$ cat config.mk
export PLATFORM = sky130hd
export DESIGN_NAME = wav_riff_stream_parser_core
export DESIGN_NICKNAME = d
export VERILOG_FILES = /design/src/design/wrsp_pkg.sv /design/src/design/wrsp_front.sv /design/src/design/wrsp_fifo.sv /design/src/design/wrsp_back.sv /design/src/design/wav_riff_stream_parser_core.sv
export SDC_FILE = /design/constraint.sdc
export NUM_CORES = 1
export LEC_CHECK = 0
export BUFFER_PORTS_ARGS = -buffer_cell sky130_fd_sc_hd__buf_2
export CAP_MARGIN = 20
export CORE_MARGIN = 8
export CORE_UTILIZATION = 54
export DETAILED_ROUTE_END_ITERATION = 6
export GPL_TIMING_DRIVEN = 0
export PLACE_DENSITY_LB_ADDON = 0.1
export SYNTH_ARGS = -nofsm -noshare
export SYNTH_HDL_FRONTEND = slang
export SYNTH_SLANG_ARGS = --single-unit
$ cat constraint.sdc
create_clock -name clk -period 7.2 [get_ports clk]
set_clock_uncertainty 0.2 [all_clocks]
set_input_delay 0.72 -clock clk [delete_from_list [all_inputs] [get_ports clk]]
set_output_delay 0.72 -clock clk [all_outputs]
set_load 0.005 [all_outputs]
$ cat src/design/wrsp_pkg.sv
// shared types, constants and helpers for the wav riff stream parser
`default_nettype none

package wrsp_pkg;

    localparam int FIFO_DEPTH_DEF = 4;

    localparam logic [31:0] TAG_RIFF = 32'h5249_4646;
    localparam logic [31:0] TAG_WAVE = 32'h5741_5645;
    localparam logic [31:0] TAG_FMT  = 32'h666D_7420;
    localparam logic [31:0] TAG_DATA = 32'h6461_7461;
    localparam logic [31:0] MIN_FMT_LEN = 32'd16;

    localparam logic [15:0] FMT_PCM   = 16'd1;
    localparam logic [15:0] FMT_FLOAT = 16'd3;
    localparam logic [15:0] BITS_16   = 16'd16;
    localparam logic [15:0] BITS_32   = 16'd32;

    typedef enum logic [2:0] {
        PH_HEADER    = 3'd0,
        PH_CHUNK_HDR = 3'd1,
        PH_FMT_BODY  = 3'd2,
        PH_SKIP      = 3'd3,
        PH_DATA      = 3'd4,
        PH_DONE      = 3'd5
    } phase_t;

    typedef enum logic [2:0] {
        OUT_OK        = 3'd0,
        OUT_BAD_TAG   = 3'd1,
        OUT_SHORT_FMT = 3'd2,
        OUT_ZERO_CHAN = 3'd3,
        OUT_UNSUPP    = 3'd4,
        OUT_NO_DATA   = 3'd5
    } outcome_t;

    localparam logic KIND_SAMPLE = 1'b0;
    localparam logic KIND_STATUS = 1'b1;

    // one queue entry: what a single byte leaves for the result side
    typedef struct packed {
        logic        has_sample;
        logic        is_float;
        logic [31:0] raw;
        logic        has_status;
        logic [2:0]  outcome;
        logic [31:0] rate;
    } evt_t;

    // 16-bit pcm to float32 bits, value / 32768
    function automatic logic [31:0] pcm16_to_float(input logic [15:0] raw);
        logic        sign;
        logic [16:0] mag;
        logic [4:0]  e;
        logic [7:0]  expo;
        logic [39:0] shifted;
        sign = raw[15];
        mag = sign ? (17'h10000 - {1'b0, raw}) : {1'b0, raw};
        e = 5'd0;
        for (int i = 0; i < 17; i++)
        begin
            if (mag[i])
            begin
                e = 5'(i);
            end
        end
        expo = 8'd112 + {3'b0, e};
        shifted = {23'b0, mag} << (5'd23 - e);
        if (mag == 17'd0)
        begin
            pcm16_to_float = 32'd0;
        end
        else
        begin
            pcm16_to_float = {sign, expo, shifted[22:0]};
        end
    endfunction

endpackage

`default_nettype wire

$ cat src/design/wrsp_front.sv
// byte parser: walks the riff chunks and queues sample and status events
`default_nettype none

module wrsp_front (
    input  wire                 clk,
    input  wire                 rst_n,
    input  wire                 accept,
    input  wire  [7:0]          byte_value,
    input  wire                 end_of_buffer,
    output logic                push,
    output wrsp_pkg::evt_t      push_data
);
    import wrsp_pkg::*;

    phase_t      phase_reg, phase_next, phase_step;
    logic [4:0]  cnt_reg, cnt_next, cnt_step;
    logic [31:0] tag_reg, tag_next, tag_step;
    logic [31:0] len_reg, len_next, len_step;
    logic [32:0] skip_reg, skip_next, skip_step;
    logic [15:0] fmt_reg, fmt_next, fmt_step;
    logic [15:0] chan_reg, chan_next, chan_step;
    logic [31:0] rate_reg, rate_next, rate_step;
    logic [15:0] swb_reg, swb_next, swb_step;
    logic [17:0] fbi_reg, fbi_next, fbi_step;
    logic [31:0] asm_reg, asm_next, asm_step;
    logic [2:0]  err_reg, err_next, err_step;

    logic        have_sample;
    logic        is_float;
    logic [17:0] frame_len;
    logic [17:0] fbi_inc;
    logic [32:0] skip_dec;
    logic [31:0] byte_shl;
    logic        data_ok;
    logic [2:0]  status_code;

    // byte lane selected by the low bits of the field counter
    assign byte_shl = {24'b0, byte_value} << {cnt_reg[1:0], 3'b000};
    assign skip_dec = (skip_reg != 33'd0) ? skip_reg - 33'd1 : skip_reg;
    assign fbi_inc  = fbi_reg + 18'd1;
    assign is_float = (swb_reg != BITS_16);
    assign frame_len = is_float ? {chan_reg, 2'b00} : {1'b0, chan_reg, 1'b0};
    assign data_ok = ((fmt_reg == FMT_PCM) && (swb_reg == BITS_16)) ||
                     ((fmt_reg == FMT_FLOAT) && (swb_reg == BITS_32));

    // next state of the parse
    always_comb
    begin
        phase_step = phase_reg;
        cnt_step   = cnt_reg;
        tag_step   = tag_reg;
        len_step   = len_reg;
        skip_step  = skip_reg;
        fmt_step   = fmt_reg;
        chan_step  = chan_reg;
        rate_step  = rate_reg;
        swb_step   = swb_reg;
        fbi_step   = fbi_reg;
        asm_step   = asm_reg;
        err_step   = err_reg;
        have_sample = 1'b0;
        unique case (phase_reg)
            PH_HEADER:
            begin
                if (cnt_reg < 5'd4 || cnt_reg >= 5'd8)
                begin
                    tag_step = {tag_reg[23:0], byte_value};
                end
                cnt_step = cnt_reg + 5'd1;
                if (cnt_reg == 5'd3 && tag_step != TAG_RIFF)
                begin
                    phase_step = PH_DONE;
                    err_step = OUT_BAD_TAG;
                end
                else if (cnt_reg == 5'd11)
                begin
                    if (tag_step != TAG_WAVE)
                    begin
                        phase_step = PH_DONE;
                        err_step = OUT_BAD_TAG;
                    end
                    else
                    begin
                        phase_step = PH_CHUNK_HDR;
                        cnt_step = 5'd0;
                    end
                end
            end
            PH_CHUNK_HDR:
            begin
                if (cnt_reg < 5'd4)
                begin
                    tag_step = {tag_reg[23:0], byte_value};
                end
                else
                begin
                    len_step = ((cnt_reg == 5'd4) ? 32'd0 : len_reg) | byte_shl;
                end
                cnt_step = cnt_reg + 5'd1;
                if (cnt_reg == 5'd7)
                begin
                    cnt_step = 5'd0;
                    if (tag_reg == TAG_FMT)
                    begin
                        if (len_step < MIN_FMT_LEN)
                        begin
                            phase_step = PH_DONE;
                            err_step = OUT_SHORT_FMT;
                        end
                        else
                        begin
                            phase_step = PH_FMT_BODY;
                        end
                    end
                    else if (tag_reg == TAG_DATA)
                    begin
                        if (!data_ok)
                        begin
                            phase_step = PH_DONE;
                            err_step = OUT_UNSUPP;
                        end
                        else if (len_step == 32'd0)
                        begin
                            phase_step = PH_DONE;
                            err_step = OUT_OK;
                        end
                        else
                        begin
                            phase_step = PH_DATA;
                            skip_step = {1'b0, len_step};
                            fbi_step = 18'd0;
                            asm_step = 32'd0;
                        end
                    end
                    else
                    begin
                        // unknown chunk, skip body plus pad byte
                        skip_step = {1'b0, len_step} + {32'b0, len_step[0]};
                        phase_step = (skip_step == 33'd0) ? PH_CHUNK_HDR : PH_SKIP;
                    end
                end
            end
            PH_FMT_BODY:
            begin
                if (cnt_reg == 5'd0)
                begin
                    fmt_step = {8'b0, byte_value};
                end
                else if (cnt_reg == 5'd1)
                begin
                    fmt_step = {byte_value, fmt_reg[7:0]};
                end
                else if (cnt_reg == 5'd2)
                begin
                    chan_step = {8'b0, byte_value};
                end
                else if (cnt_reg == 5'd3)
                begin
                    chan_step = {byte_value, chan_reg[7:0]};
                end
                else if (cnt_reg < 5'd8)
                begin
                    asm_step = ((cnt_reg == 5'd4) ? 32'd0 : asm_reg) | byte_shl;
                end
                else if (cnt_reg == 5'd14)
                begin
                    swb_step = {8'b0, byte_value};
                end
                else if (cnt_reg == 5'd15)
                begin
                    swb_step = {byte_value, swb_reg[7:0]};
                end
                cnt_step = cnt_reg + 5'd1;
                if (cnt_reg == 5'd15)
                begin
                    if (chan_reg == 16'd0)
                    begin
                        phase_step = PH_DONE;
                        err_step = OUT_ZERO_CHAN;
                    end
                    else
                    begin
                        rate_step = asm_reg;
                        skip_step = {1'b0, len_reg - MIN_FMT_LEN} + {32'b0, len_reg[0]};
                        cnt_step = 5'd0;
                        phase_step = (skip_step == 33'd0) ? PH_CHUNK_HDR : PH_SKIP;
                    end
                end
            end
            PH_SKIP:
            begin
                skip_step = skip_dec;
                if (skip_dec == 33'd0)
                begin
                    phase_step = PH_CHUNK_HDR;
                    cnt_step = 5'd0;
                end
            end
            PH_DATA:
            begin
                if (fbi_reg < (is_float ? 18'd4 : 18'd2))
                begin
                    asm_step = ((fbi_reg == 18'd0) ? 32'd0 : asm_reg) |
                               ({24'b0, byte_value} << {fbi_reg[1:0], 3'b000});
                end
                fbi_step = fbi_inc;
                if (fbi_inc >= frame_len)
                begin
                    fbi_step = 18'd0;
                    have_sample = 1'b1;
                end
                skip_step = skip_dec;
                if (skip_dec == 33'd0)
                begin
                    phase_step = PH_DONE;
                    err_step = OUT_OK;
                end
            end
            default:
            begin
                phase_step = phase_reg;
            end
        endcase
    end

    // the final byte returns everything to reset values after reporting
    always_comb
    begin
        phase_next = phase_reg;
        cnt_next   = cnt_reg;
        tag_next   = tag_reg;
        len_next   = len_reg;
        skip_next  = skip_reg;
        fmt_next   = fmt_reg;
        chan_next  = chan_reg;
        rate_next  = rate_reg;
        swb_next   = swb_reg;
        fbi_next   = fbi_reg;
        asm_next   = asm_reg;
        err_next   = err_reg;
        if (accept && end_of_buffer)
        begin
            phase_next = PH_HEADER;
            cnt_next   = 5'd0;
            tag_next   = 32'd0;
            len_next   = 32'd0;
            skip_next  = 33'd0;
            fmt_next   = 16'd0;
            chan_next  = 16'd0;
            rate_next  = 32'd0;
            swb_next   = 16'd0;
            fbi_next   = 18'd0;
            asm_next   = 32'd0;
            err_next   = 3'd0;
        end
        else if (accept)
        begin
            phase_next = phase_step;
            cnt_next   = cnt_step;
            tag_next   = tag_step;
            len_next   = len_step;
            skip_next  = skip_step;
            fmt_next   = fmt_step;
            chan_next  = chan_step;
            rate_next  = rate_step;
            swb_next   = swb_step;
            fbi_next   = fbi_step;
            asm_next   = asm_step;
            err_next   = err_step;
        end
    end

    // event toward the result side
    always_comb
    begin
        unique case (phase_step)
            PH_DONE:     status_code = err_step;
            PH_HEADER:   status_code = OUT_BAD_TAG;
            PH_FMT_BODY: status_code = OUT_SHORT_FMT;
            PH_DATA:     status_code = OUT_OK;
            default:     status_code = OUT_NO_DATA;
        endcase
        push = accept && (have_sample || end_of_buffer);
        push_data.has_sample = have_sample;
        push_data.is_float   = is_float;
        push_data.raw        = is_float ? asm_step : {16'b0, asm_step[15:0]};
        push_data.has_status = end_of_buffer;
        push_data.outcome    = status_code;
        push_data.rate       = rate_step;
    end

    always_ff @(posedge clk or negedge rst_n)
    begin
        if (!rst_n)
        begin
            phase_reg <= PH_HEADER;
            cnt_reg   <= 5'd0;
            tag_reg   <= 32'd0;
            len_reg   <= 32'd0;
            skip_reg  <= 33'd0;
            fmt_reg   <= 16'd0;
            chan_reg  <= 16'd0;
            rate_reg  <= 32'd0;
            swb_reg   <= 16'd0;
            fbi_reg   <= 18'd0;
            asm_reg   <= 32'd0;
            err_reg   <= 3'd0;
        end
        else
        begin
            phase_reg <= phase_next;
            cnt_reg   <= cnt_next;
            tag_reg   <= tag_next;
            len_reg   <= len_next;
            skip_reg  <= skip_next;
            fmt_reg   <= fmt_next;
            chan_reg  <= chan_next;
            rate_reg  <= rate_next;
            swb_reg   <= swb_next;
            fbi_reg   <= fbi_next;
            asm_reg   <= asm_next;
            err_reg   <= err_next;
        end
    end

endmodule

`default_nettype wire

$ cat src/design/wrsp_fifo.sv
// short event queue between the parser and the result stage
`default_nettype none

module wrsp_fifo #(
    parameter int DEPTH = wrsp_pkg::FIFO_DEPTH_DEF
) (
    input  wire                 clk,
    input  wire                 rst_n,
    input  wire                 push,
    input  wrsp_pkg::evt_t      push_data,
    input  wire                 pop,
    output wrsp_pkg::evt_t      head,
    output logic                empty,
    output logic                full
);
    import wrsp_pkg::*;

    localparam int AW = (DEPTH > 1) ? $clog2(DEPTH) : 1;
    localparam int CW = $clog2(DEPTH + 1);

    evt_t          mem [DEPTH];
    logic [AW-1:0] wr_ptr_reg, wr_ptr_next;
    logic [AW-1:0] rd_ptr_reg, rd_ptr_next;
    logic [CW-1:0] count_reg, count_next;
    logic          do_push, do_pop;

    assign empty   = (count_reg == CW'(0));
    assign full    = (count_reg == CW'(DEPTH));
    assign do_push = push && !full;
    assign do_pop  = pop && !empty;
    assign head    = mem[rd_ptr_reg];

    always_comb
    begin
        wr_ptr_next = wr_ptr_reg;
        rd_ptr_next = rd_ptr_reg;
        count_next  = count_reg;
        if (do_push)
        begin
            wr_ptr_next = (wr_ptr_reg == AW'(DEPTH - 1)) ? AW'(0) : wr_ptr_reg + AW'(1);
        end
        if (do_pop)
        begin
            rd_ptr_next = (rd_ptr_reg == AW'(DEPTH - 1)) ? AW'(0) : rd_ptr_reg + AW'(1);
        end
        if (do_push && !do_pop)
        begin
            count_next = count_reg + CW'(1);
        end
        else if (do_pop && !do_push)
        begin
            count_next = count_reg - CW'(1);
        end
    end

    always_ff @(posedge clk)
    begin
        if (do_push)
        begin
            mem[wr_ptr_reg] <= push_data;
        end
    end

    always_ff @(posedge clk or negedge rst_n)
    begin
        if (!rst_n)
        begin
            wr_ptr_reg <= '0;
            rd_ptr_reg <= '0;
            count_reg  <= '0;
        end
        else
        begin
            wr_ptr_reg <= wr_ptr_next;
            rd_ptr_reg <= rd_ptr_next;
            count_reg  <= count_next;
        end
    end

endmodule

`default_nettype wire

$ cat src/design/wrsp_back.sv
// result stage: converts samples and emits sample and status transactions
`default_nettype none

module wrsp_back (
    input  wire                 clk,
    input  wire                 rst_n,
    input  wrsp_pkg::evt_t      head,
    input  wire                 empty,
    output logic                pop,
    input  wire                 ready,
    output logic                valid,
    output logic                kind,
    output logic                last,
    output logic [31:0]         sample_bits,
    output logic [2:0]          outcome,
    output logic [31:0]         rate_reported
);
    import wrsp_pkg::*;

    logic        valid_reg, valid_next;
    logic        kind_reg, kind_next;
    logic        last_reg, last_next;
    logic [31:0] bits_reg, bits_next;
    logic [2:0]  outcome_reg, outcome_next;
    logic [31:0] rate_reg, rate_next;
    logic        smp_done_reg, smp_done_next;
    logic        load;

    assign load = !valid_reg || ready;

    always_comb
    begin
        valid_next    = valid_reg && !ready;
        kind_next     = kind_reg;
        last_next     = last_reg;
        bits_next     = bits_reg;
        outcome_next  = outcome_reg;
        rate_next     = rate_reg;
        smp_done_next = smp_done_reg;
        pop           = 1'b0;
        if (load && !empty)
        begin
            valid_next = 1'b1;
            if (head.has_sample && !smp_done_reg)
            begin
                kind_next    = KIND_SAMPLE;
                bits_next    = head.is_float ? head.raw : pcm16_to_float(head.raw[15:0]);
                outcome_next = OUT_OK;
                rate_next    = 32'd0;
                last_next    = !head.has_status;
                // keep the entry when its status still has to follow
                if (head.has_status)
                begin
                    smp_done_next = 1'b1;
                end
                else
                begin
                    pop = 1'b1;
                end
            end
            else
            begin
                kind_next     = KIND_STATUS;
                bits_next     = 32'd0;
                outcome_next  = head.outcome;
                rate_next     = head.rate;
                last_next     = 1'b1;
                smp_done_next = 1'b0;
                pop           = 1'b1;
            end
        end
    end

    always_ff @(posedge clk or negedge rst_n)
    begin
        if (!rst_n)
        begin
            valid_reg    <= 1'b0;
            smp_done_reg <= 1'b0;
        end
        else
        begin
            valid_reg    <= valid_next;
            smp_done_reg <= smp_done_next;
        end
    end

    always_ff @(posedge clk)
    begin
        kind_reg    <= kind_next;
        last_reg    <= last_next;
        bits_reg    <= bits_next;
        outcome_reg <= outcome_next;
        rate_reg    <= rate_next;
    end

    assign valid         = valid_reg;
    assign kind          = kind_reg;
    assign last          = last_reg;
    assign sample_bits   = bits_reg;
    assign outcome       = outcome_reg;
    assign rate_reported = rate_reg;

endmodule

`default_nettype wire

$ cat src/design/wav_riff_stream_parser_core.sv
// top level of the wav riff stream parser
//
// input stream: one byte of a wav buffer per transaction, tlast on the final
// byte. output stream: one result per transaction; tuser is the kind
// (0 sample, 1 end-of-buffer status), tlast marks the last result a byte caused.
// the parser front takes one byte per cycle when the event queue has room; a
// byte that yields a sample or a status pushes one event, the result stage
// turns each event into one or two transactions through its output register.
// a result passes from its byte through the event queue and the output register;
// the status that follows a sample on the same byte comes after that sample.
// throughput: one byte per cycle while the queue has room, one result per cycle
// while m_tready is high, bounded by the single output register; a byte giving
// two results needs two transfers, absorbed by the queue (FIFO_DEPTH entries).
// when the receiver stalls, the output holds and the queue fills; input tready
// drops only when the queue is full.
// reset clears the parser to the header phase and empties queue and output.
// after the final byte the parser returns to that state for the next buffer.
`default_nettype none

module wav_riff_stream_parser_core #(
    parameter int FIFO_DEPTH = wrsp_pkg::FIFO_DEPTH_DEF
) (
    input  wire         clk,
    input  wire         rst_n,
    input  wire         s_tvalid,
    output logic        s_tready,
    input  wire  [7:0]  s_tdata,   // [7:0] byte_value
    input  wire         s_tlast,   // end_of_buffer
    output logic        m_tvalid,
    input  wire         m_tready,
    output logic [71:0] m_tdata,   // [31:0] sample_bits, [34:32] outcome,
                                   // [66:35] rate_reported, [71:67] zero
    output logic        m_tuser,   // kind
    output logic        m_tlast    // final_res
);
    import wrsp_pkg::*;

    evt_t        push_data, head;
    logic        push, pop, empty, full, accept;
    logic [31:0] sample_bits, rate_reported;
    logic [2:0]  outcome;

    assign s_tready = !full;
    assign accept   = s_tvalid && s_tready;

    wrsp_front u_front (
        .clk           (clk),
        .rst_n         (rst_n),
        .accept        (accept),
        .byte_value    (s_tdata),
        .end_of_buffer (s_tlast),
        .push          (push),
        .push_data     (push_data)
    );

    wrsp_fifo #(
        .DEPTH (FIFO_DEPTH)
    ) u_fifo (
        .clk       (clk),
        .rst_n     (rst_n),
        .push      (push),
        .push_data (push_data),
        .pop       (pop),
        .head      (head),
        .empty     (empty),
        .full      (full)
    );

    wrsp_back u_back (
        .clk           (clk),
        .rst_n         (rst_n),
        .head          (head),
        .empty         (empty),
        .pop           (pop),
        .ready         (m_tready),
        .valid         (m_tvalid),
        .kind          (m_tuser),
        .last          (m_tlast),
        .sample_bits   (sample_bits),
        .outcome       (outcome),
        .rate_reported (rate_reported)
    );

    assign m_tdata = {5'b0, rate_reported, outcome, sample_bits};

endmodule

`default_nettype wire

After elaboration in Yosys (flattened, before gate mapping)
Memories as Yosys holds them, arrays and structs flattened.
Cells that the tools add are included.
{"block": "op_classes", "n_eq_ne": 44, "bitwise": 3, "magnitude_cmp": 6, "n_addsub": 13, "shift": 3, "n_reduce_logical": 64, "muxes": 158}
{"op": "2-to-1 mux 32 bit", "count": 34}
{"op": "2-to-1 mux 16 bit", "count": 22}
{"op": "2-to-1 mux 33 bit", "count": 10}
{"op": "2-to-1 mux 18 bit", "count": 9}
{"op": "2-to-1 mux 3 bit", "count": 35}
{"op": "zero test 33 bit", "count": 3}
{"op": "case mux 33 bit (3 select lines)", "count": 1}
{"op": "OR 32 bit", "count": 3}
{"op": "case mux 32 bit (3 select lines)", "count": 1}
{"op": "adder 32 x 1 -> 33 bit", "count": 2}
{"op": "== test 32 x 31 -> 1 bit (second input constant)", "count": 2}
{"op": "!= test 32 x 31 -> 1 bit (second input constant)", "count": 2}
{"op": "case mux 32 bit (2 select lines)", "count": 1}
{"op": "left shift 8 x 5 -> 32 bit", "count": 2}
{"op": "2-to-1 mux 5 bit", "count": 12}
{"op": "case mux 18 bit (2 select lines)", "count": 1}
{"op": "nonzero test 33 bit", "count": 1}
{"op": "subtractor 33 x 1 -> 33 bit (second input constant)", "count": 1}
{"op": "zero test 32 bit", "count": 1}
{"op": "< comparator 32 x 5 -> 1 bit (second input constant)", "count": 1}
{"op": "2-to-1 mux 4 bit", "count": 8}
{"op": "subtractor 32 x 5 -> 32 bit (second input constant)", "count": 1}
{"op": "case mux 3 bit (4 select lines)", "count": 2}
{"op": "AND reduction 8 bit", "count": 3}
{"op": "other kinds (55)", "count": 133}
{"block": "word_totals", "ram_bits": 280, "elab_cells": 317, "ff_bits": 316, "n_memories": 1}
{"memory": "u_fifo.mem", "depth": 4, "width": 70, "rd": 1, "rd_clocked_by_memory_dff": 0, "write_ports": 1, "line": "wrsp_fifo.sv:21", "rtl": "evt_t mem [DEPTH];"}

Longest topological paths before layout
An unclocked memory read counts as a cell.
{"block": "depth", "ltp_word": 25, "mapped_depth": 24}

Hierarchy
From an unflattened synthesis, not the netlist that was laid out.
{"block": "hier_totals", "hier_cells": 2843, "area_unflattened_um2": 32072.0}
{"module": "wrsp_front", "cells_per_inst": 2040, "instances": 1, "area_per_inst_um2": 17249.0, "seq_area_each_um2": 5955.7}
{"module": "wrsp_fifo", "cells_per_inst": 403, "instances": 1, "area_per_inst_um2": 10541.4, "seq_area_each_um2": 8583.2}
{"module": "wrsp_back", "cells_per_inst": 392, "instances": 1, "area_per_inst_um2": 4230.3, "seq_area_each_um2": 2122.0}
{"module": "wav_riff_stream_parser_core", "cells_per_inst": 8, "instances": 1, "area_per_inst_um2": 51.3, "seq_area_each_um2": 0.0}

Worst setup path after synthesis
Ideal clock, no wire load.
{"block": "synth_path", "path_type": "input to register", "start": "input port m_tready", "end": "register u_fifo.count_reg[1]", "setup_slack_ns": 0.970, "setup_ns": 0.125, "path_buffers": 0, "arrival_ns": 5.905, "cell_stages": 7, "path_cell_list": "inv_1 a21oi_1 nand2_1 ha_1 inv_1 fa_1 mux2_2"}
{"block": "synth_between", "elab_chain_len": 7}
{"element": "start: declaration", "line": "wav_riff_stream_parser_core.sv:30", "rtl": "input wire m_tready,"}
{"element": "logical OR 1 bit", "line": "wrsp_back.sv:29", "rtl": "assign load = !valid_reg || ready;"}
{"element": "logical AND 1 bit", "line": "wrsp_back.sv:41", "rtl": "if (load && !empty)"}
{"element": "2-to-1 mux 1 bit", "line": "wrsp_back.sv:41"}
{"element": "logical AND 1 bit", "line": "wrsp_fifo.sv:30", "rtl": "assign do_pop = pop && !empty;"}
{"element": "zero test 1 bit", "line": "wrsp_fifo.sv:46", "rtl": "if (do_push && !do_pop)"}
{"element": "logical AND 1 bit", "line": "wrsp_fifo.sv:46"}
{"element": "2-to-1 mux 3 bit", "line": "wrsp_fifo.sv:46"}
{"element": "named net u_fifo.count_next[1]", "line": "wrsp_fifo.sv:24", "rtl": "logic [CW-1:0] count_reg, count_next;"}
{"element": "end signal: assignment", "line": "wrsp_fifo.sv:76", "rtl": "count_reg <= count_next;"}
{"element": "end: declaration", "line": "wrsp_fifo.sv:24"}
The timed path passes the listed nets, and every way through them passes these cells.
A chain may end at the register's enable or synchronous reset.

==> qor.txt <==
Switch share: 40.5%
CORE AREA: 57600 sq um
# IOs: 89
Remaining antenna violation count: 0
Logic pwr share: 44.2%
Worst skew pair latency: 620 ps
Max-capacitance violation count: 0
WS Path Type: reg -> reg
Die area: 66200 sq um
Fin crit period: 6960 ps
Synth top area share: 33.3%
Residual DRC: 0
Seq pwr share: 31.1%
Die span in y: 257 um
Worst slew pin tran: 1230 ps
Cell taking the most area after synthesis: edfxtp_1
Root buf cell: clkbuf_16
Req. time, crit path: 7320 ps
Dpl cells: 3648
Library cells used by synthesis: 98
Type of origin of the critical path: flop
Worst slew margin: 17.7%
Synth Cell Area: 31400 sq um
Internal power: 8.86 mW
Max reg flops: 280
Static leakage: 13.5 nW
Largest net degree at the start of global routing: 115
Vias per cell: 6.54
Routed length per instance: 26.1 um
Area contributors post-synth: edfxtp_1, dfrtp_1, mux4_2, a22o_1, nand2_1
#FFs+latches synth: 596
Finish-stage setup viols: 0
DP HPWL: 71500 um
Crit path arrival time: 7080 ps
Row cnt: 88
Chip Width: 257 um
Sw power: 6.03 mW
Layout cells sized above 1: 13.4%
Number of synthesized flops with an enable pin: 349
Clock buffer count from CTS: 67
Avg Cell Area, Syn: 11.3 sq um
Nets: 3007
CP Max Fanout: 19
Hold/Removal Path Class: in -> reg
Synth warn: 0
FMAX: 144 MHz
Period utilisation layout: 96.7%
Initial drt markers: 2439
Max Slew Vio Count: 0
Met1 usage: 38.6%
Total grt overflow: 0
Fin cells: 3774
Final RePlAce weighted congestion: 0.988
Pwr Total: 14.9 mW
Clk network pwr share: 24.6%
Initial core utilization: 54.6%
All-Layer GR Usage: 29.2%
RSZ-0062 raised after global routing: no
Final hold vios: 0
Status: finished clean
CTS sink count: 596
Global-route wire length before repair: 150000 um
Drt total wl: 98500 um
Seq/Total Area, Yosys: 53.0%
Mapped Cells: 2781
Via count: 24700
Setup bufs post-CTS: 0
Fin util: 61.8%
Htree depth: 3
Area Overhead vs Synth: 13.2%
Final WS setup: 236 ps
First-pass detailed-route iteration total: 6
Global routing usage on met2: 47.0%
GRT Max-Usage Layer: met2
Number of global-route vias before repair: 24100
Clock Pin Slew Worst Setup and Hold Paths: 60 ps
FFs w/ async S/R, synth: 41.4%
Max IR drop VDD: 0.311 mV
Post-Place Setup Slack: -977 ps
Ys flop type: edfxtp_1
Initial antenna violation count: 1
P per Cell Area: 419 nW/um^2
Clock Path Buffers: 3
CTS tree: built
Critical path capture point type: flop
Grt met3 use: 5.06%
Port buffer count: 80
==> Yosys cell counts, types with 47 or more instances <==
cell      number
nand3_1       51
inv_1         47
a22oi_1       54
a22o_1       142
nor3_1        65
clkbuf_1     160
nand2_1      276
a21oi_1       76
dfrtp_1      247
xor2_1        52
nor2_1       172
xnor2_1       81
edfxtp_1     349
nor2b_1       47
nor4_1        53
o21ai_0      164
mux4_2        70
==> layout by cell type (no fill, tap or decap), drive strengths merged, types with 77 or more instances in the layout <==
cell type	n
edfxtp	349
nand2	276
clkbuf	249
dfrtp	247
o21ai	176
nor2	174
buf	149
a22o	142
xnor2	81
a21oi	77
==> metal layers <==
| metal | part of all wire (%) | vias to the layer above |
|---|---|---|
| met5 | 0 | - |
| met4 | 4.5 | 0 |
| met3 | 7.6 | 189 |
| met2 | 47 | 1110 |
| met1 | 41 | 12400 |
| li1 | - | 11000 |
==> per-stage QoR <==
stage	hold WS [ps]	area (sq um)	setup TNS (ps)
global placement	279	32800	-274140
global route	131	35600	0
floorplan	224	31400	0
CTS	92.9	35500	0
finish	116	35600	0
detailed placement	286	33200	-6260
==> power by group through the flow <==
| stage | sequential (mW) | clock [mW] | combinational, mW |
|---|---|---|---|
| floorplan | 4.66 | 0 | 4.39 |
| global placement | 4.72 | 0 | 6.38 |
| detailed placement | 4.69 | 0 | 6.46 |
| CTS | 4.63 | 3.71 | 6.50 |
| global route | 4.70 | 3.85 | 7.09 |
| finish | 4.64 | 3.67 | 6.58 |
==> critical path: stages (launching register included) <==
cell and delay (ps):
dfrtp_1 380, clkbuf_1 460, inv_1 320, ha_1 360, nand4bb_1 180, buf_4 210, buf_6 160, buf_2 380
buf_2 380, a22oi_1 190, inv_1 180, ha_1 220, nor4b_2 400, nand4_1 400, or4_1 620, a22o_1 280
or4_1 510, o21ai_1 200, o211ai_2 180, mux2_4 440
==> kinds of logic after synthesis <==
logic type | share of synthesized area (%)
fa+ha+maj | 1.58
xor+xnor | 3.78
flops | 53.0
buf+inv | 3.33
compound gates | 15.9
mux | 7.91
simple gates | 14.5
other cells | 0.0119
==> worst paths after layout <==
path	to	slack [ps]	cells past startpoint	from
max in group asynchronous	u_fifo.count_reg[0]	5550	3	rst_n
worst min-delay path	u_back.valid	120	2	m_tready
worst min register to register	u_front.rate_reg[0]	300	1	u_front.rate_reg[0]
worst max-delay path	u_fifo.mem[3][32]	240	19	u_front.cnt_reg[0]
min in group asynchronous	u_front.skip_reg[30]	340	2	rst_n
worst max register to register	u_fifo.mem[3][32]	240	19	u_front.cnt_reg[0]
==> what timing repair did <==
| item | CTS | global route |
|---|---|---|
| endpoints found under the setup margin | 9 | 8 |
| hold buffers | 1 | 0 |
| endpoints found under the hold margin | 20 | 0 |
| gates resized for setup | 2 | 2 |
==> final cells by class <==
| type | count | area [sq um] |
|---|---|---|
| clock inverter | 34 | 567 |
| inverter | 47 | 176 |
| buffer | 209 | 867 |
| fill | 4575 | 22000 |
| sequential | 596 | 16700 |
| antenna | 1 | 2.50 |
| timing repair buffer | 102 | 752 |
| multi-input combinational | 1932 | 13800 |
| tap | 765 | 957 |
| clock buffer | 88 | 1810 |
No activity file was read; power rests on OpenSTA's default activity.
